### src/hdl/smeu_pkg.sv
// Shared types and constants for the stack machine execute unit.
`timescale 1ns / 1ps
`default_nettype none
package smeu_pkg;

   localparam int DATA_W = 64;
   localparam int PC_W   = 16;
   localparam int OP_W   = 5;
   localparam int IMM_W  = 16;
   localparam int NEED_W = 11;
   localparam int ERR_W  = 3;
   localparam int CHAR_W = 8;

   typedef enum logic [OP_W-1:0] {
      OP_PUSH0    = 5'd0,
      OP_POP      = 5'd1,
      OP_LDCONST  = 5'd2,
      OP_LDTABLE  = 5'd3,
      OP_LDARG    = 5'd4,
      OP_STARG    = 5'd5,
      OP_LDVAR    = 5'd6,
      OP_STVAR    = 5'd7,
      OP_LDARR    = 5'd8,
      OP_STARR    = 5'd9,
      OP_INPUT    = 5'd10,
      OP_PRINT    = 5'd11,
      OP_ADD      = 5'd12,
      OP_SUB      = 5'd13,
      OP_MUL      = 5'd14,
      OP_DIV      = 5'd15,
      OP_MOD      = 5'd16,
      OP_GOTO     = 5'd17,
      OP_GOTO_NZ  = 5'd18,
      OP_GOTO_EQ  = 5'd19,
      OP_GOTO_LT  = 5'd20,
      OP_GOTO_LE  = 5'd21,
      OP_CALL     = 5'd22,
      OP_RET      = 5'd23,
      OP_HALT     = 5'd24
   } opcode_type;

   typedef enum logic [ERR_W-1:0] {
      ERR_NONE     = 3'd0,
      ERR_OVERFLOW = 3'd1,
      ERR_DIV_ZERO = 3'd2,
      ERR_INPUT    = 3'd3,
      ERR_ILLEGAL  = 3'd4
   } error_type;

   typedef enum logic [3:0] {
      ST_CLEAR,
      ST_IDLE,
      ST_RD0,
      ST_RD1,
      ST_RD2,
      ST_EXEC,
      ST_MUL1,
      ST_MUL2,
      ST_MUL3,
      ST_DIV,
      ST_COMMIT
   } state_type;

   typedef struct packed {
      logic accept;
      logic clear;
      logic rd0;
      logic rd1;
      logic rd2;
      logic exec;
      logic mul1;
      logic mul2;
      logic mul3;
      logic div_step;
      logic commit;
   } cmd_type;

   typedef struct packed {
      logic clear_last;
      logic is_mul;
      logic is_div;
      logic div_zero;
      logic div_last;
      logic rsp_free;
   } status_type;

endpackage
`default_nettype wire

### src/hdl/smeu_ctrl.sv
// Sequencing state machine of the stack machine execute unit.
`timescale 1ns / 1ps
`default_nettype none
module smeu_ctrl (
   input  wire logic                 clock,
   input  wire logic                 reset,
   input  wire logic                 req_valid,
   output logic                      req_ready,
   input  wire smeu_pkg::status_type status,
   output smeu_pkg::cmd_type         cmd
);

   smeu_pkg::state_type state_ff, state_in;

   always_ff @(posedge clock) begin
      if (reset) begin
         state_ff <= smeu_pkg::ST_CLEAR;
      end else begin
         state_ff <= state_in;
      end
   end

   always_comb begin
      state_in = state_ff;
      case (state_ff)
         smeu_pkg::ST_CLEAR: begin
            if (status.clear_last) state_in = smeu_pkg::ST_IDLE;
         end
         smeu_pkg::ST_IDLE: begin
            if (req_valid) state_in = smeu_pkg::ST_RD0;
         end
         smeu_pkg::ST_RD0: state_in = smeu_pkg::ST_RD1;
         smeu_pkg::ST_RD1: state_in = smeu_pkg::ST_RD2;
         smeu_pkg::ST_RD2: state_in = smeu_pkg::ST_EXEC;
         smeu_pkg::ST_EXEC: begin
            if (status.is_mul) begin
               state_in = smeu_pkg::ST_MUL1;
            end else if (status.is_div && !status.div_zero) begin
               state_in = smeu_pkg::ST_DIV;
            end else begin
               state_in = smeu_pkg::ST_COMMIT;
            end
         end
         smeu_pkg::ST_MUL1: state_in = smeu_pkg::ST_MUL2;
         smeu_pkg::ST_MUL2: state_in = smeu_pkg::ST_MUL3;
         smeu_pkg::ST_MUL3: state_in = smeu_pkg::ST_COMMIT;
         smeu_pkg::ST_DIV: begin
            if (status.div_last) state_in = smeu_pkg::ST_COMMIT;
         end
         smeu_pkg::ST_COMMIT: begin
            if (status.rsp_free) state_in = smeu_pkg::ST_IDLE;
         end
         default: state_in = smeu_pkg::ST_IDLE;
      endcase
   end

   always_comb begin
      req_ready    = (state_ff == smeu_pkg::ST_IDLE);
      cmd          = '0;
      cmd.accept   = (state_ff == smeu_pkg::ST_IDLE) && req_valid;
      cmd.clear    = (state_ff == smeu_pkg::ST_CLEAR);
      cmd.rd0      = (state_ff == smeu_pkg::ST_RD0);
      cmd.rd1      = (state_ff == smeu_pkg::ST_RD1);
      cmd.rd2      = (state_ff == smeu_pkg::ST_RD2);
      cmd.exec     = (state_ff == smeu_pkg::ST_EXEC);
      cmd.mul1     = (state_ff == smeu_pkg::ST_MUL1);
      cmd.mul2     = (state_ff == smeu_pkg::ST_MUL2);
      cmd.mul3     = (state_ff == smeu_pkg::ST_MUL3);
      cmd.div_step = (state_ff == smeu_pkg::ST_DIV);
      cmd.commit   = (state_ff == smeu_pkg::ST_COMMIT) && status.rsp_free;
   end

endmodule
`default_nettype wire

### config.mk
export PLATFORM = sky130hd
export DESIGN_NAME = smeu_ctrl
export DESIGN_NICKNAME = d
export VERILOG_FILES = /design/src/hdl/smeu_pkg.sv /design/src/hdl/smeu_ctrl.sv
export SDC_FILE = /design/constraint.sdc
export NUM_CORES = 1
export LEC_CHECK = 0
export ABC_CLOCK_PERIOD_IN_PS = 2300
export BUFFER_PORTS_ARGS = -buffer_cell sky130_fd_sc_hd__buf_2
export CORE_AREA = 8 8 45 47
export CTS_CLUSTER_DIAMETER = 40
export DETAILED_ROUTE_END_ITERATION = 10
export DIE_AREA = 0 0 53 55
export GPL_ROUTABILITY_DRIVEN = 0
export GPL_TIMING_DRIVEN = 0
export PLACE_DENSITY = 0.58
export SETUP_SLACK_MARGIN = 0.5
export SYNTH_ARGS = -nofsm -noshare
export SYNTH_HDL_FRONTEND = slang
export SYNTH_SLANG_ARGS = --single-unit
### constraint.sdc
create_clock -name clock -period 2.3 [get_ports clock]
set_clock_uncertainty 0.1 [all_clocks]
set_input_delay 0.46 -clock clock [delete_from_list [all_inputs] [get_ports clock]]
set_output_delay 0.46 -clock clock [all_outputs]
set_load 0.1 [all_outputs]
==> key figures, run 1 <==
Timing
  • Fmax: 538 MHz
  • Final max-slew violation count: 0
  • Hold Fails Final Rpt: 0
  • Fin Hold WS: 0.362 ns
  • Final worst-path cycle share: 80.8%
  • Min cycle time layout: 1.86 ns
  • RSZ-0062 raised after global routing: true
  • Final Setup Violations: 0
  • Final worst slack: 0.442 ns
  • Slew @ Worst Pin: 0.335 ns
  • Max transition margin: 77.4%
  • Setup TNS: 0 ns

Floorplan
  • Initial Util: 27.7%
  • IO Pins: 21
  • Die Y: 55 um
  • Row count: 14
  • Die ar.: 2920 um2
  • Std-Cell Core Area: 1380 um2
  • Die Span X: 53 um

Power
  • Leakage Power: 0.396 nW
  • VDD IR max: 0.372 mV
  • Design Power: 0.000631 W
  • PwrDens: 665 nW/um2

Finish
  • Fillers: 111
  • Core Util, Final: 68.6%
  • Most frequent cells in the layout: buf_12, buf_4, buf_2, nor2_4
  • Regs by FF count: state_ff x4
  • Max reg flops: 4
  • Fin nets: 104
  • Synthesis-to-finish area growth: 148%
  • Layout cells sized above 1: 71.0%
  • Largest Register: state_ff
  • Ant. Diodes: 0

Routing
  • M1 wire length: 609 um
  • Max layer used: met4
  • WL final: 1540 um
  • WL met2: 808 um
  • Met3 routed WL: 106 um
  • Vias post-DR: 538
  • Antenna-violating nets left: 0
  • Routed WL per cell: 14.2 um
  • DRT Pass-1 Iters: 6
  • Initial DRC count: 12
  • Via/cell ratio: 4.94
  • # DRC: 0

Critical path
  • Critical Path Start: state_ff[0]
  • Cells on worst reg2reg path: 6
  • Crit Path Class: flip-flop to output port
  • Reg-to-reg startpoint: state_ff[3]
  • Crit start category: flip-flop
  • WP data required: 1.74 ns
  • Crit end category: output port
  • Reg2Reg Capture Point: state_ff[0]
  • Internal reg-to-reg setup slack: 0.77 ns
  • Worst-path maximum fanout: 5
  • Worst Setup EP: cmd[6]
  • Critical path arrival: 1.30 ns

Logic synthesis
  • Post-synth EDFFs: 0
  • Netlist Area Pre-Place: 383 um2
  • Synthesized area per cell: 6.84 um2
  • Synth Register Bits: 4
  • Yosys warning count: 0
  • Sequential area share after synthesis: 20.9%
  • Dominant synthesized flop cell: dfxtp_1
  • Post-Syn Instances: 56
  • Async set or reset register ratio after synthesis: 0%
  • Unique masters post-synth: 26
  • Mapped Nets: 65

Placed design
  • Pre-CTS WS: 0.254 ns
  • Final HPWL DP: 963 um
  • I/O Buffers: 20

Worst hold path
  • Hold crit path type: input pin to flip-flop
  • Hold Path Stages: 2

Global routing
  • Tot GR Track Use: 10.3%
  • Largest net degree at the start of global routing: 11
  • Total gr overflow: 0
  • Vias in the first global route: 522
  • First-pass GRT wire length: 2280 um
  • Initial antenna violation count: 0

CTS
  • Root buf cell: clkbuf_4
  • Clk sink count: 4
  • Clock Pin Slew Worst Setup and Hold Paths: 0.04 ns
  • Hold buffers post-CTS: 0
  • CTS H-tree depth: 1
  • Clk buf depth: 2
  • CTS tree: built
  • CTS Buf Count: 3
  • Worst skew pair latency: 0.23 ns

Flow run
  • Max cap viols: 0

Outcome
  • Status: finished, final reports clean
[kinds of logic (layout without fill, tap and decap cells)]
logic type,after synthesis,in the layout,share of synthesized area (%)
AO/OA/AOI/OAI,13,13,22.9
flip-flops,4,4,20.9
AND/OR/NAND/NOR,32,32,47.4
buffers and inverters,7,44,8.82
[cell usage after synthesis (2+ instances only)]
cell       n  area (um2)
and3_1     2        12.5
a21oi_1    4        20.0
inv_1      3        11.3
nor2_1    10        37.5
nor3_1     2        10.0
and2_1     2        12.5
nand3b_1   2        15.0
dfxtp_1    4        80.1
nor2b_1    3        18.8
nand2_1    3        11.3
buf_2      3        15.0
o31ai_1    2        15.0
nand2b_1   3        18.8
[stage by stage]
stage / std cells / cell area [um2]
2_1_floorplan: 56 / 452
3_3_place_gp: 92 / 572
3_5_place_dp: 92 / 572
4_1_cts: 101 / 843
5_1_grt: 109 / 950
6_report: 109 / 950
[power breakdown]
group          switching (W)  total [W]  internal [W]
registers          0.0000147  0.0000952     0.0000805
clock network      0.0000255  0.0000836     0.0000581
logic               0.000254   0.000452      0.000199
total               0.000294   0.000631      0.000337
[worst min-delay path by stage]
| stage | startpoint | endpoint | slack (ns) |
|---|---|---|---|
| floorplan | state_ff[3] | state_ff[2] | 0.43 |
| global placement | state_ff[3] | state_ff[2] | 0.47 |
| detailed placement | state_ff[3] | state_ff[2] | 0.47 |
| CTS | reset | state_ff[2] | 0.36 |
| global route | reset | state_ff[2] | 0.37 |
| finish | reset | state_ff[2] | 0.36 |
[repair_timing]
action / CTS / global route
gates cloned: 0 / 1
pin swaps: 2 / 6
setup endpoints to repair: 12 / 12
hold endpoints to repair: 0 / 0
setup buffers: 6 / 7
gates resized for setup: 59 / 11
[routing by layer]
layer | vias up | track usage [%]
met5 | - | 0
met4 | 0 | 7.33
met3 | 2 | 2.67
met2 | 15 | 17.8
met1 | 251 | 10.7
li1 | 270 | -
[cell type report]
| type | instances | area, um2 | share of cell area [%] |
|---|---|---|---|
| flip-flops and latches | 4 | 90.1 | 9.49 |
| well taps | 16 | 20.0 | 2.11 |
| repair buffers | 34 | 387 | 40.7 |
| inverters | 3 | 15.0 | 1.58 |
| multi-input cells | 45 | 367 | 38.6 |
| clock buffers | 3 | 22.5 | 2.37 |
| plain buffers | 4 | 48.8 | 5.14 |
[critical path, stage by stage, from the launching register on]
cell	delay [ns]
dfxtp_4	0.36
buf_6	0.13
or2_4	0.27
nor2_4	0.13
buf_12	0.18
(Power assumes the default switching activity.)
==> run 2: changes to the inputs <==
Settings changed: ABC_CLOCK_PERIOD_IN_PS 2300 to 1700, PLACE_DENSITY 0.58 to 0.6.
Clock period 2.3 ns to 1.7 ns, I/O delays scaled along.
==> run 2 against run 1 <==
  * The flow now finishes with violations (setup timing)
  * First-iteration DRC count is 58% lower
  * Utilization is 4.7 points higher
  * Die area stayed put
  * Cell area is 6.9% higher
  * Via count is 5.6% higher
  * Final cell count is 0.92% lower
  * Global-route usage is 2.2 points higher
  * Critical path depth is 1 higher
  * Combinational power is 38% higher
  * Highest routed layer unchanged
==> key figures, run 2 (synthesis results as in run 1) <==
Outcome
  • Status: finished, violations left
  • Failing checks: setup timing

Finish
  • Max reg flops: 4 (unchanged)
  • Regs by FF count: state_ff x4
  • Fin nets: 103 (-0.96%)
  • Ant. Diodes: 0 (unchanged)
  • Layout cells sized above 1: 78.3% (+7.3 points)
  • Synthesis-to-finish area growth: 165%
  • Final instance area: 1010 um2 (+6.9%)
  • Commonest non-fill, non-tap cell in the layout: buf_12
  • Most frequent cells in the layout: buf_12, buf_4, buf_2, buf_6, nor2_4
  • Largest Register: state_ff
  • Non-filler cells, final: 108 (-0.92%)

Placed design
  • I/O Buffers: 20 (unchanged)
  • Placed cell count: 92 (unchanged)
  • Final HPWL DP: 952 um (-1.2%)
  • Post-DP Area: 596 um2 (+4.2%)

Routing
  • Vias post-DR: 568 (+5.6%)
  • WL final: 1750 um (+14%)
  • Antenna-violating nets left: 0 (unchanged)
  • DRT Pass-1 Iters: 4 (-2)
  • Routed WL per cell: 16.2 um (+15%)
  • # DRC: 0 (unchanged)
  • Initial DRC count: 5 (-7)
  • Via/cell ratio: 5.26 (+6.6%)

Critical path
  • Reg-to-reg startpoint: state_ff[3]
  • Crit start category: flip-flop
  • Worst-path maximum fanout: 7 (+2)
  • Critical Path Start: state_ff[3]
  • Crit Path Class: flip-flop to output port
  • WP data required: 1.26 ns (-0.48 ns)
  • Critical path arrival: 1.32 ns (+0.02 ns)
  • Internal reg-to-reg setup slack: 0.04 ns (-0.73 ns)
  • Crit end category: output port

Worst hold path
  • Hold path startpoint: reset
  • Hold crit path type: input pin to flip-flop

Floorplan
  • IO Pins: 21 (unchanged)
  • Initial Util: 27.7% (unchanged)
  • Std-Cell Core Area: 1380 um2 (unchanged)
  • Die Span X: 53 um (unchanged)
  • Die Y: 55 um (unchanged)
  • Row count: 14 (unchanged)
  • Die ar.: 2920 um2 (unchanged)

CTS
  • Root buf cell: clkbuf_4
  • Worst skew pair latency: 0.25 ns (+0.02 ns)
  • CTS Buf Count: 3 (unchanged)
  • CTS H-tree depth: 1 (unchanged)
  • Clk buf depth: 2 (unchanged)
  • CTS tree: built
  • Clock Pin Slew Worst Setup and Hold Paths: 0.04 ns (about the same)
  • Clk sink count: 4 (unchanged)

Timing
  • Final max-slew violation count: 0 (unchanged)
  • Fmax: 569 MHz
  • RSZ-0062 raised after global routing: true
  • Max transition margin: 76.6% (-0.72 points)
  • Hold Fails Final Rpt: 0 (unchanged)
  • Final Setup Violations: 9 (+9)
  • Final worst-path cycle share: 103%
  • Final worst slack: -0.0588 ns (-0.501 ns)
  • Slew @ Worst Pin: 0.347 ns (+0.0123 ns)
  • Min cycle time layout: 1.76 ns
  • Fin Hold WS: 0.227 ns (-0.135 ns)

Power
  • Leakage Power: 0.404 nW (+1.9%)
  • PwrDens: 860 nW/um2 (+29%)
  • VDD IR max: 0.542 mV (+46%)

Global routing
  • First-pass GRT wire length: 2650 um (+16%)
  • Initial antenna violation count: 0 (unchanged)
  • Vias in the first global route: 590 (+13%)
  • Tot GR Track Use: 12.5% (+2.2 points)
  • Total gr overflow: 0 (unchanged)
  • Largest net degree at the start of global routing: 11 (unchanged)

Flow run
  • Max cap viols: 0 (unchanged)
==> run 2: cell count changes in the layout (fill, tap and decap cells not counted), sizes merged <==
cell,previous run,this run
buf,38,37
==> run 2: through the flow <==
step	worst slack (ns)	setup TNS (ns)	utilization (%)	total power [W]
2_1_floorplan	-0.631	-1.62	-	0.000466
3_3_place_gp	-0.0920	-0.397	43.0	0.000525
5_1_grt	-0.132	-0.879	73.3	0.000914
3_5_place_dp	-0.0917	-0.422	43.0	0.000526
6_report	-0.0588	-0.325	73.3	0.000873
4_1_cts	-0.0519	-0.248	68.4	0.000829
==> run 2: cell type report <==
type	count	area, um2
clock buffer	3	22.5
tap	16	20.0
buffer	4	48.8
fill	96	369
sequential	4	92.6
inverter	3	15.0
timing repair buffer	33	393
multi-input combinational	45	423
==> run 2: worst paths after layout <==
| check | cells after the start | to |
|---|---|---|
| worst max-delay path | 5 | cmd[10] |
| worst min-delay path | 2 | state_ff[3] |
| worst max register to register | 8 | state_ff[0] |
| worst min register to register | 2 | state_ff[2] |
==> run 2: where the power goes <==
group	internal, W	switching (W)
clock network	0.0000797	0.0000497
logic	0.000260	0.000362
registers	0.000107	0.0000141
total	0.000447	0.000426
==> run 2: critical path, cell delays in order (launching register included) <==
cell      delay [ns]
dfxtp_2         0.32
buf_6           0.13
nand2b_4        0.15
nor3_4          0.12
and2_4          0.17
buf_12          0.16
==> run 2: repair_timing <==
action / 4_1_cts / 5_1_grt
buffers inserted: 11 / 2
setup endpoints to repair: 15 / 16
resized for setup: 66 / 12
hold buffers: 0 / 0
pin swaps: 11 / 7
==> run 2: per-layer routing <==
metal / global-route usage [%] / vias up / part of all wire (%)
met5: 0 / - / 0
met4: 7.76 / 0 / 2.1
met3: 3.48 / 5 / 6.0
met2: 23.0 / 16 / 55
li1: - / 272 / -
met1: 12.0 / 275 / 37
==> run 3: changes to the inputs <==
Settings changed: ABC_AREA set to 1, PLACE_DENSITY 0.6 to 0.62.
==> run 3 against run 2 <==
  * Largest cell class is now multi-input gates
  * Critical path type unchanged
  * Synthesized cell count rose by 32%
  * Clock power barely moved
  * Largest power group unchanged
  * Cell area rose by 2.0%
  * Critical endpoint is now cmd[0]
  * The flow now finishes without violations
==> key figures, run 3 <==
Worst hold path
  • Hold crit path type: input pin to flip-flop

Critical path
  • CP top delay family: flip-flops
  • Internal reg-to-reg setup slack: 0.25 ns (+0.21 ns)
  • Crit-path cells: inv_4 -> nor2_4 -> inv_4 -> nor3_4 -> buf_12
  • Most used cell, CP: inv_4
  • CP peak stage delay: 0.40 ns (+0.08 ns)
  • CP bufs+invs: 3 (+1)
  • Crit end category: output port
  • Critical path arrival: 1.25 ns (-0.07 ns)
  • Slowest-stage cell, CP: dfxtp_4
  • Crit start category: flip-flop
  • Worst-path maximum fanout: 5 (-2)
  • WP data required: 1.26 ns (about the same)
  • Crit Path Class: flip-flop to output port

Power
  • Cell Int Power: 0.000710 W (+59%)
  • Sequential share of power: 12.5% (-1.4 points)
  • Combinational power share: 80.0% (+8.7 points)
  • Leakage Power: 0.437 nW (+8.2%)
  • VDD IR max: 1.37 mV (+150%)
  • Clock network power share: 7.5% (-7.3 points)
  • Switching share of total power: 57.9% (+9.1 points)
  • PwrDens: 1630 nW/um2 (+89%)
  • Switching pwr: 0.000976 W (+130%)

Timing
  • Fmax: 591 MHz (+4.0%)
  • Final worst-path cycle share: 99.5% (-3.9 points)
  • Final max-slew violation count: 0 (unchanged)
  • RSZ-0062 raised after global routing: true
  • Min cycle time layout: 1.69 ns (-0.0671 ns)
  • Hold Fails Final Rpt: 0 (unchanged)
  • Final Setup Violations: 0 (-9)
  • Slew @ Worst Pin: 0.174 ns (-0.174 ns)
  • Max transition margin: 88.4% (+12 points)

Global routing
  • Tot GR Track Use: 11.0% (-1.5 points)
  • Initial antenna violation count: 0 (unchanged)
  • Total gr overflow: 0 (unchanged)
  • First-pass GRT wire length: 2440 um (-8.1%)
  • Vias in the first global route: 544 (-7.8%)
  • Largest net degree at the start of global routing: 8 (-3)

Finish
  • Core Util, Final: 74.8% (+1.4 points)
  • Non-filler cells, final: 124 (+15%)
  • Commonest non-fill, non-tap cell in the layout: buf_12
  • Layout cells sized above 1: 74.1% (-4.2 points)
  • Max reg flops: 4 (unchanged)
  • Regs by FF count: state_ff x4
  • Largest Register: state_ff
  • Ant. Diodes: 0 (unchanged)
  • Synthesis-to-finish area growth: 157%
  • Most frequent cells in the layout: buf_12, nor2_4, nand2_1, buf_2, nor2_1
  • Fin nets: 119 (+16%)

Logic synthesis
  • Synthesized area per cell: 5.44 um2 (-20%)
  • Unique masters post-synth: 18 (-31%)
  • Synth top area share: 19.9% (-1.0 points)
  • Top-count cell post-synth: nor2_1
  • Synth top cells by count: nor2_1, nand2_1, inv_1, inv_2, nand2_2
  • Dominant synthesized flop cell: dfxtp_1
  • Post-Syn Instances: 74 (+32%)
  • Area leader, netlist: dfxtp_1
  • Mapped Nets: 83 (+28%)
  • Async set or reset register ratio after synthesis: 0% (unchanged)
  • Post-synth EDFFs: 0 (unchanged)
  • Top cells by area, synth: dfxtp_1, nor2_1, nand2_1
  • Synth Register Bits: 4 (unchanged)
  • Sequential area share after synthesis: 19.9% (-1.0 points)
  • Netlist Area Pre-Place: 403 um2 (+5.2%)
  • Yosys warning count: 0 (unchanged)

CTS
  • Clk sink count: 4 (unchanged)
  • Clock Pin Slew Worst Setup and Hold Paths: 0.04 ns (about the same)
  • CTS tree: built
  • Root buf cell: clkbuf_4
  • Worst skew pair latency: 0.25 ns (about the same)
  • CTS Buf Count: 3 (unchanged)
  • CTS H-tree depth: 1 (unchanged)
  • Clk buf depth: 2 (unchanged)

Floorplan
  • Die ar.: 2920 um2 (unchanged)
  • Row count: 14 (unchanged)
  • Die Span X: 53 um (unchanged)
  • Die Y: 55 um (unchanged)
  • IO Pins: 21 (unchanged)
  • Initial Util: 29.1% (+1.4 points)
  • Std-Cell Core Area: 1380 um2 (unchanged)

Routing
  • WL final: 1730 um (-1.5%)
  • Initial DRC count: 10 (+5)
  • DRT Pass-1 Iters: 4 (unchanged)
  • Routed WL per cell: 13.9 um (-14%)
  • Antenna-violating nets left: 0 (unchanged)
  • Via/cell ratio: 4.76 (-9.5%)
  • # DRC: 0 (unchanged)
  • Vias post-DR: 590 (+3.9%)

Outcome
  • Status: finished, final reports clean

Placed design
  • Placed cell count: 110 (+20%)
  • I/O Buffers: 20 (unchanged)
  • Final HPWL DP: 997 um (+4.7%)

Flow run
  • Max cap viols: 0 (unchanged)
==> run 3: changes by cell type in the layout (fill, tap and decap cells not counted), moves of 3 or more <==
| cell | change |
|---|---|
| inv_2 | +5 |
| nand2b_4 | -3 |
| buf_4 | -4 |
| nor2_1 | +4 |
| nand3_1 | +4 |
| inv_4 | +3 |
| nor2_4 | +5 |
| nand2_2 | +3 |
| nand2_1 | +7 |
| nand2_4 | +5 |
==> run 3: area by class of cell <==
cell class / instances / area [um2]
Multi-Input combinational cell: 54 / 427
Timing Repair Buffer: 31 / 385
Fill cell: 90 / 349
Sequential cell: 4 / 95.1
Inverter: 16 / 85.1
Clock buffer: 3 / 22.5
Tap cell: 16 / 20.0
==> run 3: what timing repair did <==
action	in CTS	in global routing
pin swaps	5	7
setup buffers	5	6
endpoints found under the setup margin	15	16
gates resized for setup	51	23
hold buffers	0	0
==> run 3: kinds of logic (layout without fill, tap and decap cells) <==
kind of cell           count (synthesis)  after routing  share of synthesized area (%)
DFF                                    4              4                           19.9
and+or+nand+nor                       47             47                           53.7
AOI/OAI and AO/OA                      7              7                           11.5
buffers and inverters                 16             50                           14.9
==> run 3: per-stage QoR <==
| stage | total power [W] | setup slack (ns) | hold WS [ns] | setup TNS, ns | cell area, um2 |
|---|---|---|---|---|---|
| after floorplan | 0.000995 | -0.148 | 0.293 | -0.295 | 537 |
| after global placement | 0.00112 | 0.0250 | 0.436 | 0 | 657 |
| after detailed placement | 0.00111 | 0.0245 | 0.437 | 0 | 657 |
| after CTS | 0.00149 | 0.0528 | 0.207 | 0 | 902 |
| after global routing | 0.00176 | -0.0289 | 0.210 | -0.0453 | 1030 |
| final | 0.00169 | 0.00831 | 0.194 | 0 | 1030 |
==> run 3: worst paths after layout <==
kind / to / startpoint / cells past startpoint
worst min-delay path: state_ff[1] / reset / 2
worst min register to register: state_ff[3] / state_ff[3] / 2
worst max-delay path: cmd[0] / state_ff[1] / 5
worst max register to register: state_ff[3] / state_ff[3] / 9
==> run 3: worst reg2reg max path, delay by kind of cell, from the launching register on <==
kind,cells,cell delay (ns)
AOI/OAI and AO/OA,1,0.11
DFF,1,0.41
buffers and inverters,3,0.23
and+or+nand+nor,5,0.52
==> run 3: metal layers <==
layer  global-route usage (%)  up-vias  share of wire, %  wire length [um]
met5                        0        -                 0                 0
met4                     3.88        0               2.7                47
met3                     2.67        7               6.9               119
li1                         -      295                 -                 -
met2                     20.9       20                54               935
met1                     11.5      268                36               625
==> run 3: power groups by stage <==
stage / logic [W] / clock network (W) / registers [W]
final: 0.00135 / 0.000126 / 0.000211
after global routing: 0.00142 / 0.000128 / 0.000214
after detailed placement: 0.000905 / 0 / 0.000208
after global placement: 0.000907 / 0 / 0.000211
after floorplan: 0.000803 / 0 / 0.000192
after CTS: 0.00117 / 0.000114 / 0.000210
